<file path="src/rtl/isg_pkg.sv">
// ----------------------------------------------------------------------------
// isg_pkg
// Types and constants shared by the inertial scroll gesture block.
// ----------------------------------------------------------------------------
package isg_pkg;

	// configuration register indexes
	localparam logic [1:0] REG_ACCEPT_THRESHOLD = 2'd0;
	localparam logic [1:0] REG_BOUND_LOW        = 2'd1;
	localparam logic [1:0] REG_BOUND_HIGH       = 2'd2;

	localparam logic [19:0] THRESH_RESET = 20'd2560;

	// gesture_mode codes seen by the touch table
	localparam logic [1:0] GMODE_IDLE    = 2'd0;
	localparam logic [1:0] GMODE_DRAG    = 2'd1;
	localparam logic [1:0] GMODE_INERTIA = 2'd2;

	// 0.97 in Q16, rounding half, stop below 0.25 px
	localparam logic [15:0] DECAY_NUM  = 16'd63570;
	localparam logic [15:0] ROUND_HALF = 16'd32768;
	localparam logic [24:0] STOP_MAG   = 25'd64;

	localparam logic signed [26:0] VEL_MAX = 27'sd16777215;
	localparam logic signed [26:0] VEL_MIN = -27'sd16777216;

	typedef enum logic [2:0] {
		MODE_IDLE    = 3'b001,
		MODE_DRAG    = 3'b010,
		MODE_INERTIA = 3'b100
	} mode_t;

	typedef struct packed {
		logic        free_touch_present;
		logic [7:0]  free_touch_id;
		logic [19:0] free_touch_y;
		logic [19:0] free_touch_start_y;
		logic        followed_gone;
		logic [19:0] followed_y;
		logic [19:0] followed_start_y;
	} frame_t;

	typedef struct packed {
		logic signed [23:0] scroll_position;
		logic               claim_valid;
		logic [7:0]         claim_id;
		logic               redraw_request;
		logic [7:0]         watched_id;
		logic [1:0]         gesture_mode;
	} result_t;

	typedef struct packed {
		logic [1:0]  index;
		logic [23:0] wdata;
	} cfg_wr_t;

	typedef struct packed {
		logic [19:0]        accept_threshold;
		logic signed [23:0] bound_low;
		logic signed [23:0] bound_high;
	} cfg_regs_t;

	typedef struct packed {
		mode_t              mode;
		logic [7:0]         drag_touch_id;
		logic signed [23:0] position;
		logic signed [23:0] anchor_position;
		logic signed [24:0] velocity;
	} gesture_state_t;

endpackage

</file>
<file path="src/rtl/isg_stream_if.sv">
// ----------------------------------------------------------------------------
// isg_stream_if
// Valid/ready channel carrying one payload per transfer.
// ----------------------------------------------------------------------------
interface isg_stream_if #(
	parameter type payload_t = logic
) ();
	logic     valid;
	logic     ready;
	payload_t data;

	modport source (output valid, output data, input ready);
	modport sink   (input valid, input data, output ready);
endinterface

</file>
<file path="src/rtl/isg_decay.sv">
// ----------------------------------------------------------------------------
// isg_decay
// Velocity decay: magnitude times 0.97 (Q16), rounded to nearest, sign kept.
// ----------------------------------------------------------------------------
module isg_decay (
	input  logic signed [24:0] vel_in,
	output logic signed [24:0] vel_out,
	output logic               stop
);
	import isg_pkg::*;

	logic [24:0] mag_in;
	logic [40:0] prod;
	logic [24:0] mag;

	assign mag_in  = vel_in[24] ? 25'(-vel_in) : vel_in;
	assign prod    = 41'(mag_in) * 41'(DECAY_NUM) + 41'(ROUND_HALF);
	assign mag     = prod[40:16];
	assign stop    = mag < STOP_MAG;
	assign vel_out = vel_in[24] ? 25'(-mag) : mag;

endmodule

</file>
<file path="src/rtl/isg_step.sv">
// ----------------------------------------------------------------------------
// isg_step
// One frame of the gesture: mode change, drag or inertia update, clamp.
// ----------------------------------------------------------------------------
module isg_step (
	input  isg_pkg::gesture_state_t st,
	input  isg_pkg::frame_t         frm,
	input  isg_pkg::cfg_regs_t      cfg,
	output isg_pkg::gesture_state_t nxt,
	output isg_pkg::result_t        res
);
	import isg_pkg::*;

	logic               is_drag, is_inertia;
	logic               start_drag, drag_now, gone_eff, release_drag, to_inertia;
	logic               do_drag, do_inertia;
	logic [7:0]         id_cur;
	logic signed [23:0] anchor_cur;
	logic [19:0]        y_cur, sy_cur;
	logic signed [20:0] dy;
	logic [20:0]        dy_mag;
	logic signed [25:0] drag_pos;
	logic signed [26:0] vel_diff;
	logic signed [24:0] vel_sat;
	logic signed [25:0] coast_pos;
	logic signed [25:0] pre_pos;
	logic signed [25:0] lo_ext, hi_ext;
	logic signed [23:0] pos_clamped;
	logic signed [24:0] vel_dec;
	logic               dec_stop;
	logic               claim;
	logic [7:0]         claim_id;

	isg_decay u_decay (
		.vel_in  (st.velocity),
		.vel_out (vel_dec),
		.stop    (dec_stop)
	);

	assign is_drag    = st.mode == MODE_DRAG;
	assign is_inertia = st.mode == MODE_INERTIA;

	// a free touch takes over unless a drag is already running
	assign start_drag   = !is_drag && frm.free_touch_present;
	assign drag_now     = is_drag || start_drag;
	assign gone_eff     = !start_drag && frm.followed_gone;
	assign release_drag = drag_now && gone_eff;
	assign to_inertia   = release_drag && (st.velocity != '0);
	assign do_drag      = drag_now && !gone_eff;
	assign do_inertia   = (is_inertia && !start_drag) || to_inertia;

	assign id_cur     = start_drag ? frm.free_touch_id : st.drag_touch_id;
	assign anchor_cur = start_drag ? st.position : st.anchor_position;
	assign y_cur      = start_drag ? frm.free_touch_y : frm.followed_y;
	assign sy_cur     = start_drag ? frm.free_touch_start_y : frm.followed_start_y;

	assign dy       = $signed({1'b0, y_cur}) - $signed({1'b0, sy_cur});
	assign dy_mag   = dy[20] ? 21'(-dy) : dy;
	assign drag_pos = $signed({{2{anchor_cur[23]}}, anchor_cur})
	                - $signed({{5{dy[20]}}, dy});
	assign vel_diff = $signed({drag_pos[25], drag_pos})
	                - $signed({{3{st.position[23]}}, st.position});

	always_comb begin
		priority if (vel_diff > VEL_MAX) begin
			vel_sat = VEL_MAX[24:0];
		end else if (vel_diff < VEL_MIN) begin
			vel_sat = VEL_MIN[24:0];
		end else begin
			vel_sat = vel_diff[24:0];
		end
	end

	assign coast_pos = $signed({{2{st.position[23]}}, st.position})
	                 + $signed({st.velocity[24], st.velocity});

	always_comb begin
		priority if (do_drag) begin
			pre_pos = drag_pos;
		end else if (do_inertia) begin
			pre_pos = coast_pos;
		end else begin
			pre_pos = {{2{st.position[23]}}, st.position};
		end
	end

	// inverted bounds: below the low bound clamps to low, anything else above high to high
	assign lo_ext = {{2{cfg.bound_low[23]}}, cfg.bound_low};
	assign hi_ext = {{2{cfg.bound_high[23]}}, cfg.bound_high};

	always_comb begin
		priority if (pre_pos < lo_ext) begin
			pos_clamped = cfg.bound_low;
		end else if (pre_pos > hi_ext) begin
			pos_clamped = cfg.bound_high;
		end else begin
			pos_clamped = pre_pos[23:0];
		end
	end

	always_comb begin
		claim    = 1'b0;
		claim_id = '0;
		if (start_drag && is_inertia) begin
			claim    = 1'b1;
			claim_id = frm.free_touch_id;
		end
		if (to_inertia) begin
			claim    = 1'b1;
			claim_id = st.drag_touch_id;
		end
		if (do_drag && (dy_mag > {1'b0, cfg.accept_threshold})) begin
			claim    = 1'b1;
			claim_id = id_cur;
		end
	end

	always_comb begin
		nxt.drag_touch_id   = id_cur;
		nxt.position        = pos_clamped;
		nxt.anchor_position = (start_drag || to_inertia) ? st.position : st.anchor_position;
		priority if (do_drag) begin
			nxt.mode     = MODE_DRAG;
			nxt.velocity = vel_sat;
		end else if (do_inertia) begin
			nxt.mode     = dec_stop ? MODE_IDLE : MODE_INERTIA;
			nxt.velocity = dec_stop ? '0 : vel_dec;
		end else begin
			nxt.mode     = MODE_IDLE;
			nxt.velocity = st.velocity;
		end
	end

	always_comb begin
		res.scroll_position = pos_clamped;
		res.claim_valid     = claim;
		res.claim_id        = claim_id;
		res.redraw_request  = do_inertia;
		res.watched_id      = id_cur;
		unique case (nxt.mode)
			MODE_DRAG:    res.gesture_mode = GMODE_DRAG;
			MODE_INERTIA: res.gesture_mode = GMODE_INERTIA;
			default:      res.gesture_mode = GMODE_IDLE;
		endcase
	end

endmodule

</file>
<file path="src/rtl/inertial_scroll_gesture.sv">
// ----------------------------------------------------------------------------
// inertial_scroll_gesture
// Kinetic scrolling: drag follows the touch, release coasts with decay.
// ----------------------------------------------------------------------------
// Usage:
//   frame  - one transfer per redraw tick with the first free touch and the
//            followed touch (the one named by the last watched_id).
//   result - one transfer per frame: clamped scroll position, claim request,
//            redraw request, followed touch id and gesture mode.
//   cfg    - register writes (accept threshold, low bound, high bound);
//            always ready, write only while no frame is in flight.
// Throughput: one frame per cycle while results are taken. The gesture state
//   loops through combinational logic: the 25x16 decay multiply and the
//   position add and clamp.
// Reset: registers return to their defaults (threshold 2560 = 10 px, bounds
//   zero), the gesture goes idle with position and velocity zero.
// Stall: the result register holds until taken; the input register can still
//   take one more frame, after which frame.ready drops.
// ----------------------------------------------------------------------------
module inertial_scroll_gesture #(
	parameter int ID_BITS = 8
) (
	input logic          clk,
	input logic          arst_n,
	isg_stream_if.sink   frame,
	isg_stream_if.source result,
	isg_stream_if.sink   cfg
);
	import isg_pkg::*;

	// identifiers are cut to ID_BITS, and to the 8-bit field
	localparam logic [7:0] ID_MASK = 8'((32'd1 << ID_BITS) - 32'd1);

	cfg_regs_t      cfg_q;
	frame_t         frame_in;
	frame_t         frame_s1;
	logic           frame_v_s1;
	result_t        res_s2;
	logic           res_v_s2;
	gesture_state_t st_q;
	gesture_state_t st_nxt;
	result_t        res_nxt;
	logic           advance;
	cfg_wr_t        cfg_wr;

	// configuration: one register per transfer, indexes past the list ignored
	assign cfg.ready = 1'b1;
	assign cfg_wr    = cfg.data;

	always_ff @(posedge clk or negedge arst_n) begin
		if (!arst_n) begin
			cfg_q.accept_threshold <= THRESH_RESET;
			cfg_q.bound_low        <= '0;
			cfg_q.bound_high       <= '0;
		end else if (cfg.valid) begin
			unique case (cfg_wr.index)
				REG_ACCEPT_THRESHOLD: cfg_q.accept_threshold <= cfg_wr.wdata[19:0];
				REG_BOUND_LOW:        cfg_q.bound_low        <= cfg_wr.wdata;
				REG_BOUND_HIGH:       cfg_q.bound_high       <= cfg_wr.wdata;
				default:              ;
			endcase
		end
	end

	// the held frame moves on once the result register is free or emptying
	assign advance     = frame_v_s1 && (!res_v_s2 || result.ready);
	assign frame.ready = !frame_v_s1 || advance;

	always_ff @(posedge clk or negedge arst_n) begin
		if (!arst_n) begin
			frame_v_s1 <= 1'b0;
		end else if (frame.ready) begin
			frame_v_s1 <= frame.valid;
		end
	end

	always_comb begin
		frame_in               = frame.data;
		frame_in.free_touch_id = frame.data.free_touch_id & ID_MASK;
	end

	always_ff @(posedge clk) begin
		if (frame.valid && frame.ready) begin
			frame_s1 <= frame_in;
		end
	end

	isg_step u_step (
		.st  (st_q),
		.frm (frame_s1),
		.cfg (cfg_q),
		.nxt (st_nxt),
		.res (res_nxt)
	);

	// gesture state commits together with the result
	always_ff @(posedge clk or negedge arst_n) begin
		if (!arst_n) begin
			st_q.mode            <= MODE_IDLE;
			st_q.drag_touch_id   <= '0;
			st_q.position        <= '0;
			st_q.anchor_position <= '0;
			st_q.velocity        <= '0;
		end else if (advance) begin
			st_q <= st_nxt;
		end
	end

	always_ff @(posedge clk or negedge arst_n) begin
		if (!arst_n) begin
			res_v_s2 <= 1'b0;
		end else if (advance) begin
			res_v_s2 <= 1'b1;
		end else if (result.ready) begin
			res_v_s2 <= 1'b0;
		end
	end

	always_ff @(posedge clk) begin
		if (advance) begin
			res_s2 <= res_nxt;
		end
	end

	assign result.valid = res_v_s2;
	assign result.data  = res_s2;

	// ---- assertions ----
	a_idle_no_velocity: assert property (@(posedge clk) disable iff (!arst_n)
		st_q.mode == MODE_IDLE |-> st_q.velocity == '0)
		else $error("velocity left over in idle");

	a_redraw_not_drag: assert property (@(posedge clk) disable iff (!arst_n)
		res_v_s2 && res_s2.redraw_request |-> res_s2.gesture_mode != GMODE_DRAG)
		else $error("redraw request on a drag frame");

	a_inertia_redraws: assert property (@(posedge clk) disable iff (!arst_n)
		res_v_s2 && res_s2.gesture_mode == GMODE_INERTIA |-> res_s2.redraw_request)
		else $error("inertia frame without redraw request");

	a_in_bounds: assert property (@(posedge clk) disable iff (!arst_n)
		advance && (cfg_q.bound_low <= cfg_q.bound_high) |=>
		res_s2.scroll_position >= $past(cfg_q.bound_low) &&
		res_s2.scroll_position <= $past(cfg_q.bound_high))
		else $error("scroll position outside bounds");

endmodule

</file>
<file path="src/flat_wrapper.sv">
// flat-port wrapper written by rule: the top's interface ports become plain ports
module inertial_scroll_gesture_flat import isg_pkg::*;
#(
	parameter int ID_BITS = 8
)
  (clk, arst_n, frame_valid, frame_data, frame_ready, result_valid, result_data, result_ready, cfg_valid, cfg_data, cfg_ready);
  isg_stream_if #(.payload_t(frame_t)) frame_i ();
  isg_stream_if #(.payload_t(result_t)) result_i ();
  isg_stream_if #(.payload_t(cfg_wr_t)) cfg_i ();
  input logic clk;
  input logic arst_n;
  input wire logic [$bits(frame_i.valid)-1:0] frame_valid;
  input wire logic [$bits(frame_i.data)-1:0] frame_data;
  output wire logic [$bits(frame_i.ready)-1:0] frame_ready;
  output wire logic [$bits(result_i.valid)-1:0] result_valid;
  output wire logic [$bits(result_i.data)-1:0] result_data;
  input wire logic [$bits(result_i.ready)-1:0] result_ready;
  input wire logic [$bits(cfg_i.valid)-1:0] cfg_valid;
  input wire logic [$bits(cfg_i.data)-1:0] cfg_data;
  output wire logic [$bits(cfg_i.ready)-1:0] cfg_ready;
  assign frame_i.valid = frame_valid;
  assign frame_i.data = frame_data;
  assign frame_ready = frame_i.ready;
  assign result_valid = result_i.valid;
  assign result_data = result_i.data;
  assign result_i.ready = result_ready;
  assign cfg_i.valid = cfg_valid;
  assign cfg_i.data = cfg_data;
  assign cfg_ready = cfg_i.ready;
  inertial_scroll_gesture #(.ID_BITS(ID_BITS)) u_core (.clk(clk), .arst_n(arst_n), .frame(frame_i), .result(result_i), .cfg(cfg_i));
endmodule
</file>
<file path="config.mk">
export PLATFORM = sky130hd
export DESIGN_NAME = inertial_scroll_gesture_flat
export DESIGN_NICKNAME = d
export VERILOG_FILES = /design/src/rtl/isg_pkg.sv /design/src/rtl/isg_stream_if.sv /design/src/rtl/isg_decay.sv /design/src/rtl/isg_step.sv /design/src/rtl/inertial_scroll_gesture.sv /design/src/flat_wrapper.sv
export SDC_FILE = /design/constraint.sdc
export NUM_CORES = 1
export LEC_CHECK = 0
export ABC_AREA = 1
export BUFFER_PORTS_ARGS = -buffer_cell sky130_fd_sc_hd__buf_2
export CAP_MARGIN = 20
export CORE_MARGIN = 3
export CORE_UTILIZATION = 30
export CTS_BUF_LIST = sky130_fd_sc_hd__clkbuf_16
export CTS_CLUSTER_DIAMETER = 100
export DETAILED_ROUTE_END_ITERATION = 10
export GPL_TIMING_DRIVEN = 1
export PLACE_DENSITY_LB_ADDON = 0.1
export SLEW_MARGIN = 30
export SYNTH_ARGS = -nofsm -noshare
export SYNTH_HDL_FRONTEND = slang
export SYNTH_SLANG_ARGS = --single-unit
</file>
<file path="constraint.sdc">
create_clock -name clk -period 21.6 [get_ports clk]
set_clock_uncertainty 0.2 [all_clocks]
set_input_delay 2.16 -clock clk [delete_from_list [all_inputs] [get_ports clk]]
set_output_delay 2.16 -clock clk [all_outputs]
set_load 0.05 [all_outputs]
</file>
* Yosys cells after proc, flatten, opt, wreduce, memory -nomap -nowiden
Index checks and enable logic that the tools add are counted.
** Operators by class
- Add/subtract/negate cells :: 8
- Multipliers :: 1
- Order comparisons :: 6
- Equal/unequal tests :: 6
- Mux-type cells :: 26
- Reduce and logical (&&, ||, !) cells :: 30
** Operators by type and width (number)
- 25-bit two-way mux :: 7
- 24-bit two-way mux :: 3
- 26-bit two-way mux :: 2
- 25-bit negation :: 2
- 41-bit by 16-bit adder with 41-bit output, second input constant :: 1
- 25-bit by 15-bit multiplier with 40-bit output, second input constant :: 1
- 20-bit two-way mux :: 2
- 8-bit two-way mux :: 4
- 24-bit by 25-bit adder with 26-bit output :: 1
- 26-bit by 24-bit > comparator with 1-bit output :: 1
- 26-bit by 25-bit > comparator with 1-bit output, second input constant :: 1
- 26-bit by 24-bit < comparator with 1-bit output :: 1
- 26-bit by 25-bit < comparator with 1-bit output, second input constant :: 1
- 25-bit by 24-bit subtractor with 26-bit output :: 1
- 25-bit by 7-bit < comparator with 1-bit output, second input constant :: 1
- 25-bit nonzero test :: 1
- 24-bit by 21-bit subtractor with 25-bit output :: 1
- 21-bit by 20-bit > comparator with 1-bit output :: 1
- 21-bit two-way mux :: 1
- 21-bit negation :: 1
- 20-bit by 20-bit subtractor with 21-bit output :: 1
- 1-bit logical AND :: 10
- 2-bit AND reduction :: 5
- 3-bit two-way mux :: 3
- other kinds (11) :: 24
** Word-level totals
- Register bits :: 288
- Bits of input ports :: 121
- Output and inout port bits :: 47
- Word-level logic and storage cells :: 100

* Depth between registers and ports, before layout
Gate-level depths: netlist of the first run.
- Depth in word-level cells :: 13
- Mapped depth :: 55
- Mapped depth without buffers :: 52

* Hierarchy
From an unflattened synthesis of the first run, not the netlist that was laid out.
** Second synthesis, totals
- Cell total of the unflattened synthesis :: 4174
- Area total of the unflattened synthesis :: 30864.6 µm²
** By module, submodules not included
- isg_step :: times used 1, cells each 1992, area each 11028.1 µm², sequential area each 0.0 µm²
- inertial_scroll_gesture :: times used 1, cells each 815, area each 10339.9 µm², sequential area each 7881.3 µm²
- isg_decay :: times used 1, cells each 1367, area each 9496.6 µm², sequential area each 0.0 µm²

* Worst setup path after synthesis of the first run
Ideal clock, no wire load.
- Kind :: register to register
- Start point :: reg u_core.st_q[0] (netlist bit)
- End point :: reg u_core.res_s2 (netlist bit u_core.result.data[1]) (data pin)
- Setup time :: 0.250 ns
- Arrival time :: 7.767 ns
- Data required time :: 21.150 ns
- Setup slack :: 13.383 ns
- Stages on the path, launching flop included :: 49
- Path buffers :: 1
- Period minus slack after synthesis :: 8.217 ns
- Path through :: dfrtp_1 -> inv_1 -> ha_1 -> inv_1 -> nor2_1 -> nand2_1 -> nor3_2 -> nand2_1 -> nor3_1 -> nand2_1 -> nor3_1 -> inv_1 -> nand2_1 -> xnor2_1 -> inv_1 -> fa_1 -> fa_1 -> inv_1 -> [... 13 more ...] -> nand2_1 -> nand2_1 -> inv_2 -> nor2_2 -> inv_1 -> nor2_2 -> nand3_1 -> nor2_1 -> nand2_1 -> nand2_2 -> nand2_2 -> nor2_1 -> nand2_1 -> nor2_2 -> nor2_4 -> buf_8 -> nand2_4 -> inv_1
** RTL lines
- start, declared :: RTL line inertial_scroll_gesture.sv:40 : gesture_state_t st_q;
- start signal, assigned :: RTL line inertial_scroll_gesture.sv:105 : st_q <= st_nxt;
- end signal, assigned :: RTL line inertial_scroll_gesture.sv:121 : res_s2 <= res_nxt;
- end, declared :: RTL line inertial_scroll_gesture.sv:38 : result_t res_s2;

* Final worst setup path of the first run
- Start point :: reg u_core.st_q[0] (netlist bit)
- End point :: reg u_core.st_q[2] (netlist bit)
** Between the ends
- Word-level cells in the longest chain between the ends :: 9
- Elaborated cells between the ends (all ways) :: 15
- Classes of those cells :: add/sub (3); mul (1); order compare (1); mux (5); reduce/logical (5)
** RTL lines
- 25-bit negation :: RTL line isg_decay.sv:16 : assign mag_in = vel_in[24] ? 25'(-vel_in) : vel_in;
- 25-bit two-way mux :: RTL line isg_decay.sv:16
- 25-bit by 15-bit multiplier with 40-bit output :: RTL line isg_decay.sv:17 : assign prod = 41'(mag_in) * 41'(DECAY_NUM) + 41'(ROUND_HALF);
- 41-bit by 16-bit adder with 41-bit output :: RTL line isg_decay.sv:17
- 25-bit negation :: RTL line isg_decay.sv:20 : assign vel_out = vel_in[24] ? 25'(-mag) : mag;
- 25-bit two-way mux :: RTL line isg_decay.sv:20
- 25-bit two-way mux :: RTL line isg_step.sv:127 : nxt.velocity = dec_stop ? '0 : vel_dec;
- 25-bit two-way mux :: RTL line isg_step.sv:125 : end else if (do_inertia) begin
- 25-bit two-way mux :: RTL line isg_step.sv:122 : priority if (do_drag) begin
Several ways; a longest one is shown, not always the timed one. The select of a mux whose other input is x is not followed.
A chain may end at the register's enable or synchronous reset.

==> results of run 1 <==
[tightest hold or removal path, cell delays in order, from the launching register on]
cell,delay [ps]
dfstp_2,380
nand2_1,60
nand2_1,50
[synth_stat cells (4+ instances only)]
cell | instances | area share
a211oi_1 | 7 | 0.0019
a21boi_0 | 11 | 0.0030
a21o_1 | 8 | 0.0021
a21oi_1 | 183 | 0.033
a21oi_2 | 5 | 0.0016
a31oi_1 | 18 | 0.0040
and2_1 | 5 | 0.0011
buf_1 | 8 | 0.0011
buf_2 | 5 | 0.00089
buf_4 | 4 | 0.0011
clkbuf_1 | 55 | 0.0074
dfrtp_1 | 151 | 0.14
edfxtp_1 | 134 | 0.14
fa_1 | 119 | 0.085
ha_1 | 337 | 0.15
inv_1 | 576 | 0.077
inv_2 | 5 | 0.00067
mux2_2 | 20 | 0.0081
mux2i_1 | 20 | 0.0072
nand2_1 | 922 | 0.12
nand2_2 | 28 | 0.0063
nand3_1 | 143 | 0.026
nand3_2 | 9 | 0.0032
nand3b_1 | 6 | 0.0016
nand4_1 | 37 | 0.0083
nor2_1 | 186 | 0.025
nor2_2 | 17 | 0.0038
nor3_1 | 27 | 0.0048
nor4_1 | 8 | 0.0018
o211ai_1 | 8 | 0.0021
o21a_1 | 7 | 0.0019
o21ai_0 | 252 | 0.045
o21ai_1 | 10 | 0.0018
o21ai_2 | 11 | 0.0034
o21bai_1 | 16 | 0.0043
o221ai_1 | 19 | 0.0059
o22ai_1 | 13 | 0.0029
or2_2 | 10 | 0.0022
xnor2_1 | 42 | 0.013
xor2_1 | 109 | 0.034
[layer usage]
layer	GRT usage	vias up
li1	-	12006
met1	0.248	10916
met2	0.333	414
met3	0.0223	91
met4	0.0486	0
met5	0	-
[state kept, by name, summed over array words and instances (netlist names)]
register,count
u_core.st_q,84
u_core.frame_v_s1,1
u_core.frame_s1,90
u_core.result.valid,1
u_core.cfg_q,68
u_core.result.data,44
[path summary, 6_finish.rpt]
check | startpoint | end | slack [ps] | depth (start not counted)
min in group asynchronous | arst_n | u_core.st_q[73] | 1310 | 1
max in group asynchronous | arst_n | u_core.st_q[31] | 18820 | 2
hold / removal | u_core.st_q[81] | u_core.st_q[81] | 280 | 2
hold reg to reg | u_core.st_q[81] | u_core.st_q[81] | 280 | 2
setup / recovery | u_core.st_q[0] | u_core.st_q[2] | 11320 | 48
setup reg to reg | u_core.st_q[0] | u_core.st_q[2] | 11320 | 48
[metrics by stage]
| stage | cell area [um^2] | worst slack, ps | std cells |
|---|---|---|---|
| 5_1_grt | 31500 | 10360 | 5014 |
| 4_1_cts | 31500 | 11190 | 5014 |
| 2_1_floorplan | 28000 | 13380 | 3588 |
| 3_5_place_dp | 30200 | 11240 | 4942 |
| 6_report | 31500 | 11320 | 5014 |
| 3_3_place_gp | 30200 | 11060 | 4940 |
[placed cells by master, fill, tap and decap left out, types with 37 or more instances in the layout]
master     netlist  layout
a21oi_1        183     183
buf_2            5     167
clkbuf_16        0      40
dfrtp_1        151     151
edfxtp_1       134     134
fa_1           119     119
ha_1           337     337
inv_1          576     583
nand2_1        922     920
nand3_1        143     143
nand4_1         37      37
nor2_1         186     185
o21ai_0        252     251
xnor2_1         42      41
xor2_1         109     107
[cell type report]
class	count	area (um^2)	area share
clock buffers	40	1000	0.0318
clock inverters	32	249	0.00791
inverters	584	2200	0.0697
multi-input cells	2641	17600	0.560
flip-flops and latches	288	7880	0.250
well taps	1243	1560	0.0494
repair buffers	186	986	0.0313
[kinds of logic (layout without fill, tap and decap cells)]
| group | Yosys count | in the layout | share of synthesized area |
|---|---|---|---|
| fa+ha+maj | 456 | 456 | 0.236 |
| simple gates | 1411 | 1411 | 0.212 |
| compound gates | 580 | 580 | 0.117 |
| buf+inv | 659 | 842 | 0.0899 |
| other cells | 1 | 1 | 0.000134 |
| flops | 288 | 288 | 0.282 |
| mux | 40 | 40 | 0.0152 |
| xor+xnor | 153 | 153 | 0.0484 |
==> impl_metrics.env, run 1 <==
export IMPL_fin_crit_ps=10280
export IMPL_yosys_register_bits=288
export IMPL_ctsRootBufferMaster="clkbuf_16"
export IMPL_syn_area_um2=28000
export IMPL_diodes=0
export IMPL_final_util=0.342
export IMPL_cts_tree="yes"
export IMPL_grt_pass1_vias=24044
export IMPL_drt_total_wl_um=92400
export IMPL_cts_setup_buffers=0
export IMPL_crit_required_ps=21930
export IMPL_crit_type="flop to flop"
export IMPL_numCtsBuffers=39
export IMPL_clkTransAtPathRegs_ps=60
export IMPL_die_h_um=311
export IMPL_drv_cap=0
export IMPL_end_kind="flop"
export IMPL_whs_ps=280
export IMPL_crit_path_frequent_cell="nand2_1"
export IMPL_portBuffers=166
export IMPL_tightest_slew_ps=900
export IMPL_dp_hpwl_um=77200
export IMPL_pin_count=168
export IMPL_antenna_left=0
export IMPL_syn_area_per_cell_um2=7.80
export IMPL_via_count=23427
export IMPL_fin_crit_sh=0.476
export IMPL_synth_warnings=0
export IMPL_wl_met3_um=3000
export IMPL_route_detailed_drc=0
export IMPL_drive_gt1_frac=0.0984
export IMPL_wl_met1_um=42200
export IMPL_grt_setup_unrepaired="false"
export IMPL_start_util=0.304
export IMPL_ys_async_sr_fraction=0.535
export IMPL_area_delta_synth_final_pct=12.6
export IMPL_hp_class="flop to flop"
export IMPL_drt_iter0_drc=1471
export IMPL_synth_edf_count=134
export IMPL_cts_htree_levels=2
export IMPL_highest_layer="met4"
export IMPL_cp_start_kind="flop"
export IMPL_cts_num_sinks=288
export IMPL_viasPerCell=4.67
export IMPL_nNetsFinal=4317
export IMPL_cp_top_family="simple AND/OR/NAND/NOR gates"
export IMPL_holdBufCountCts=0
export IMPL_slowest_stage="xor2_1"
export IMPL_syn_nets=4165
export IMPL_grt_pass1_wl_um=143000
export IMPL_cts_resized=0
export IMPL_synth_cell_type_count=64
export IMPL_clk_latency_ps=600
export IMPL_grt_max_degree=70
export IMPL_track_usage=0.190
export IMPL_finalSetupViolCount=0
export IMPL_rows=111
export IMPL_ctsLongestPathBuffers=3
export IMPL_hold_viol=0
export IMPL_nFillCells=9888
export IMPL_slew_violations=0
export IMPL_overflow=0
export IMPL_dr_wl_met2_um=45100
export IMPL_synthCells=3588
export IMPL_firstDrtPassIters=5
export IMPL_die_w_um=311
export IMPL_max_freq_ghz=0.0973
export IMPL_arrival_ps=10610
export IMPL_core_um2=92100
export IMPL_gp_congestion=0.874
export IMPL_fin_setup_tns_ps=0
export IMPL_path_max_fanout=26
export IMPL_worst_path_buf_inv=9
export IMPL_slowest_delay_ps=630
export IMPL_die_area_um2=96900
export IMPL_avgRoutedWirePerCell_um=18.4
export IMPL_status="complete, no violations"
export IMPL_antenna_found_initial=2
export IMPL_ys_seq_area_frac=0.282
export IMPL_yosys_most_used_dff="dfrtp_1"
export IMPL_relSlewSlack=0.400
Power of run 1 is not shown: default switching activity piles up to over one toggle a cycle in this logic, so the estimate is an artifact.
==> run 2, diff against run 1 <==
==> constraint.sdc (replaced) <==
create_clock -name clk -period 10.6 [get_ports clk]
set_clock_uncertainty 0.2 [all_clocks]
set_input_delay 1.06 -clock clk [delete_from_list [all_inputs] [get_ports clk]]
set_output_delay 1.06 -clock clk [all_outputs]
set_load 0.05 [all_outputs]
==> run 2 against run 1 <==
Final cell count increased by 0.52%. Sequential share of layout area shrank 0.23 points. Worst hold slack lost 66 ps. Critical path depth increased by 3. Global-route usage is 0.30 points higher. Routed wire length increased by 1.0%. Utilization rose by 0.31 points. Setup slack got worse by 10000 ps. Register-to-register slack worse by 10000 ps.
==> impl_metrics.env, run 2 (synthesized netlist as in run 1, its figures left out) <==
export IMPL_diodes=0
export IMPL_finalSetupViolCount=0
export IMPL_placed_area_um2=30400
export IMPL_start_util=0.304
export IMPL_crit_path_frequent_cell="nand2_1"
export IMPL_fin_setup_tns_ps=0
export IMPL_overflow=0
export IMPL_max_freq_ghz=0.104
export IMPL_grt_pass1_vias=24309
export IMPL_final_cell_mix="920 x nand2_1, 581 x inv_1, 337 x ha_1"
export IMPL_clk_latency_ps=590
export IMPL_ctsLongestPathBuffers=3
export IMPL_tightest_slew_ps=1030
export IMPL_end_kind="flop"
export IMPL_antenna_found_initial=2
export IMPL_nFillCells=9924
export IMPL_grt_max_degree=71
export IMPL_largest_register="u_core.frame_s1"
export IMPL_slew_violations=0
export IMPL_gp_congestion=0.898
export IMPL_area_delta_synth_final_pct=13.6
export IMPL_setup_slack_ps=945
export IMPL_die_h_um=311
export IMPL_clkTransAtPathRegs_ps=60
export IMPL_pre_cts_ws_ps=536
export IMPL_reg2reg_to="u_core.st_q[15]"
export IMPL_rows=111
export IMPL_drt_iter0_drc=1411
export IMPL_path_max_fanout=26
export IMPL_relSlewSlack=0.306
export IMPL_fin_crit_sh=0.911
export IMPL_worstSetupStartpoint="u_core.st_q[1]"
export IMPL_cts_num_sinks=288
export IMPL_cp_start_kind="flop"
export IMPL_die_w_um=311
export IMPL_crit_type="flop to flop"
export IMPL_grt_pass1_wl_um=145000
export IMPL_portBuffers=166
export IMPL_regArea_um2=7880
export IMPL_crit_required_ps=10840
export IMPL_drv_cap=0
export IMPL_pin_count=168
export IMPL_avgRoutedWirePerCell_um=18.5
export IMPL_drive_gt1_frac=0.105
export IMPL_holdBufCountCts=0
export IMPL_firstDrtPassIters=6
export IMPL_rr_worst_depth=51
export IMPL_hp_class="primary input to async pin"
export IMPL_rrSetupSlack_ps=950
export IMPL_cts_tree="yes"
export IMPL_die_area_um2=96900
export IMPL_antenna_left=0
export IMPL_dp_hpwl_um=77900
export IMPL_status="complete, no violations"
export IMPL_via_count=23881
export IMPL_core_um2=92100
export IMPL_fin_crit_ps=9650
export IMPL_numCtsBuffers=39
export IMPL_drt_total_wl_um=93300
export IMPL_ctsRootBufferMaster="clkbuf_16"
export IMPL_reg_largest_list="u_core.frame_s1: 90 flops, u_core.st_q: 84 flops, u_core.cfg_q: 68 flops"
export IMPL_slowest_delay_ps=530
export IMPL_largest_reg_flops=90
export IMPL_final_common_cell="nand2_1"
export IMPL_slowest_stage="fa_1"
export IMPL_hold_viol=0
export IMPL_route_detailed_drc=0
export IMPL_track_usage=0.193
export IMPL_timing_rr_start="u_core.st_q[1]"
export IMPL_cts_htree_levels=2
export IMPL_finish_instance_area_um2=31800
export IMPL_nNetsFinal=4344
export IMPL_arrival_ps=9890
export IMPL_grt_setup_unrepaired="false"
export IMPL_whs_ps=214
export IMPL_multi_input_area_um2=17600
export IMPL_viasPerCell=4.74
==> run 2: worst max path at each step <==
stage,to
4_1_cts,u_core.st_q[15]
3_3_place_gp,u_core.result.data[1]
2_1_floorplan,u_core.result.data[1]
6_report,u_core.st_q[15]
5_1_grt,u_core.st_q[13]
3_5_place_dp,u_core.result.data[1]
==> run 2: final cells by class <==
| cell class | instances | share of cell area |
|---|---|---|
| Clock buffer | 39 | 0.0307 |
| Clock inverter | 32 | 0.0106 |
| Inverter | 584 | 0.0691 |
| Multi-Input combinational cell | 2641 | 0.554 |
| Sequential cell | 288 | 0.248 |
| Tap cell | 1243 | 0.0489 |
| Timing Repair Buffer | 213 | 0.0385 |
==> run 2: repair_timing <==
item | in CTS | in global routing
buffers inserted | 0 | 0
setup endpoints to repair | 0 | 19
gates resized for setup | 0 | 2
==> run 2: worst max-delay path, delay by kind of cell (launching register included) <==
kind | cells | cell delay (ps)
XOR/XNOR | 1 | 410
AND/OR/NAND/NOR | 32 | 4110
flip-flops | 1 | 450
buffers and inverters | 10 | 1280
adder cells (fa/ha/maj) | 8 | 3050
==> run 2: metal layers <==
layer  global-route usage  part of all wire
met1                0.250              0.45
met2                0.332              0.48
met3               0.0259             0.039
met4               0.0640             0.035
met5                    0                 0
==> run 2: per-stage QoR <==
step | utilization | std cells
after floorplan | - | 3588
after global placement | 0.330 | 4968
after detailed placement | 0.330 | 4968
after CTS | 0.345 | 5039
after global routing | 0.345 | 5040
final | 0.345 | 5040
Power of run 2 is left out for the same reason.
==> run 3, diff against run 2 <==
--- a/config.mk
+++ b/config.mk
@@ -15,6 +15,7 @@
 export DETAILED_ROUTE_END_ITERATION = 10
 export GPL_TIMING_DRIVEN = 1
 export PLACE_DENSITY_LB_ADDON = 0.1
+export SKIP_LAST_GASP = 1
 export SLEW_MARGIN = 30
 export SYNTH_ARGS = -nofsm -noshare
 export SYNTH_HDL_FRONTEND = slang
==> constraint.sdc (replaced) <==
create_clock -name clk -period 10.3 [get_ports clk]
set_clock_uncertainty 0.2 [all_clocks]
set_input_delay 1.03 -clock clk [delete_from_list [all_inputs] [get_ports clk]]
set_output_delay 1.03 -clock clk [all_outputs]
set_load 0.05 [all_outputs]
==> run 3 against run 2 <==
Routed wire length hardly changed. Die area unchanged. Global-route usage decreased by 0.13 points. Highest routed layer is now met5. Worst hold slack got worse by 3.9 ps. Final cell count grew 0.22%. Maximum frequency is 0.65% higher. Design area is the same. First-iteration DRC count is 0.99% lower.
==> impl_metrics.env, run 3 (synthesized netlist as in run 1, its figures left out) <==
export IMPL_status="complete, no violations"
export IMPL_nNetsFinal=4355
export IMPL_die_h_um=311
export IMPL_slowest_delay_ps=550
export IMPL_fin_crit_ps=9590
export IMPL_slowest_stage="fa_1"
export IMPL_tightest_slew_ps=899
export IMPL_crit_required_ps=10420
export IMPL_clk_latency_ps=570
export IMPL_drive_gt1_frac=0.107
export IMPL_slew_violations=0
export IMPL_setup_slack_ps=708
export IMPL_largest_reg_flops=90
export IMPL_cp_start_kind="flop"
export IMPL_end_kind="flop"
export IMPL_viasPerCell=4.70
export IMPL_via_count=23741
export IMPL_relSlewSlack=0.400
export IMPL_gp_congestion=0.905
export IMPL_avgRoutedWirePerCell_um=18.5
export IMPL_nFillCells=9939
export IMPL_regArea_um2=7880
export IMPL_cts_tree="yes"
export IMPL_antenna_left=0
export IMPL_grt_max_degree=69
export IMPL_grt_pass1_wl_um=145000
export IMPL_dp_hpwl_um=77400
export IMPL_fin_setup_tns_ps=0
export IMPL_crit_type="flop to flop"
export IMPL_die_w_um=311
export IMPL_route_detailed_drc=0
export IMPL_arrival_ps=9710
export IMPL_cts_num_sinks=288
export IMPL_grt_pass1_vias=24244
export IMPL_finalSetupViolCount=0
export IMPL_ctsLongestPathBuffers=3
export IMPL_reg_largest_list="u_core.frame_s1: 90 flops, u_core.st_q: 84 flops, u_core.cfg_q: 68 flops"
export IMPL_antenna_found_initial=5
export IMPL_pre_cts_ws_ps=446
export IMPL_core_um2=92100
export IMPL_area_delta_synth_final_pct=13.6
export IMPL_overflow=0
export IMPL_numCtsBuffers=38
export IMPL_drt_iter0_drc=1397
export IMPL_max_freq_ghz=0.104
export IMPL_track_usage=0.192
export IMPL_pin_count=168
export IMPL_clkTransAtPathRegs_ps=60
export IMPL_final_common_cell="nand2_1"
export IMPL_portBuffers=166
export IMPL_multi_input_area_um2=17600
export IMPL_drv_cap=0
export IMPL_start_util=0.304
export IMPL_ctsRootBufferMaster="clkbuf_16"
export IMPL_firstDrtPassIters=7
export IMPL_fin_crit_sh=0.931
export IMPL_cts_htree_levels=2
export IMPL_drt_total_wl_um=93300
export IMPL_path_max_fanout=13
export IMPL_hp_class="primary input to async pin"
export IMPL_crit_path_frequent_cell="nand2_1"
export IMPL_grt_setup_unrepaired="false"
export IMPL_hold_viol=0
export IMPL_largest_register="u_core.frame_s1"
export IMPL_holdBufCountCts=0
export IMPL_die_area_um2=96900
export IMPL_final_cell_mix="920 x nand2_1, 585 x inv_1, 337 x ha_1"
export IMPL_rows=111
## run 3: cell types whose count changed in the layout (fill, tap and decap cells not counted), moves of 2 or more
cell        change
clkinvlp_4      +3
buf_12          +2
bufinv_16       -4
buf_4          +10
clkinv_4        -3
inv_1           +4
## run 3: repair_timing
action,in CTS,in global routing
endpoints found under the setup margin,0,28
buffers inserted,0,1
resized for setup,0,4
## run 3: per-layer routing
layer	part of all wire	vias to the layer above	global-route usage
met2	0.49	417	0.343
met5	0.00021	-	0
li1	-	12090	-
met3	0.037	73	0.0206
met1	0.46	11159	0.252
met4	0.015	2	0.0327
## run 3: worst max-delay path, delay by kind of cell, from the launching register on
family | cells | cell delay [ps]
and+or+nand+nor | 25 | 3390
adders and majority gates | 8 | 3110
DFF | 1 | 450
buffers and inverters | 10 | 1160
AOI/OAI and AO/OA | 4 | 820
xor gates and xnor gates | 1 | 160
## run 3: through the flow
step	utilization	hold slack [ps]	cell area [um^2]	instances
2_1_floorplan	-	253	28000	3588
6_report	0.345	210	31800	5051
3_5_place_dp	0.331	273	30500	4979
3_3_place_gp	0.331	268	30500	4979
5_1_grt	0.345	239	31800	5050
4_1_cts	0.344	224	31700	5048
## run 3: cell type report
class / instances / area share
diodes: 1 / 0.0000788
clock buffers: 39 / 0.0307
clock inverters: 30 / 0.00689
inverters: 584 / 0.0691
multi-input cells: 2642 / 0.555
flip-flops and latches: 288 / 0.248
well taps: 1243 / 0.0489
repair buffers: 224 / 0.0412
## run 3: final timing paths
path	start	to	slack [ps]	cells after the start
worst max-delay path	u_core.st_q[1]	u_core.result.data[1]	710	48
max in group asynchronous	arst_n	u_core.st_q[25]	7850	3
worst max register to register	u_core.st_q[1]	u_core.result.data[1]	710	48
worst min-delay path	arst_n	u_core.frame_v_s1	210	1
min in group clk	u_core.st_q[81]	u_core.st_q[81]	280	2
worst min register to register	u_core.st_q[81]	u_core.st_q[81]	280	2
Power of run 3 is left out for the same reason.
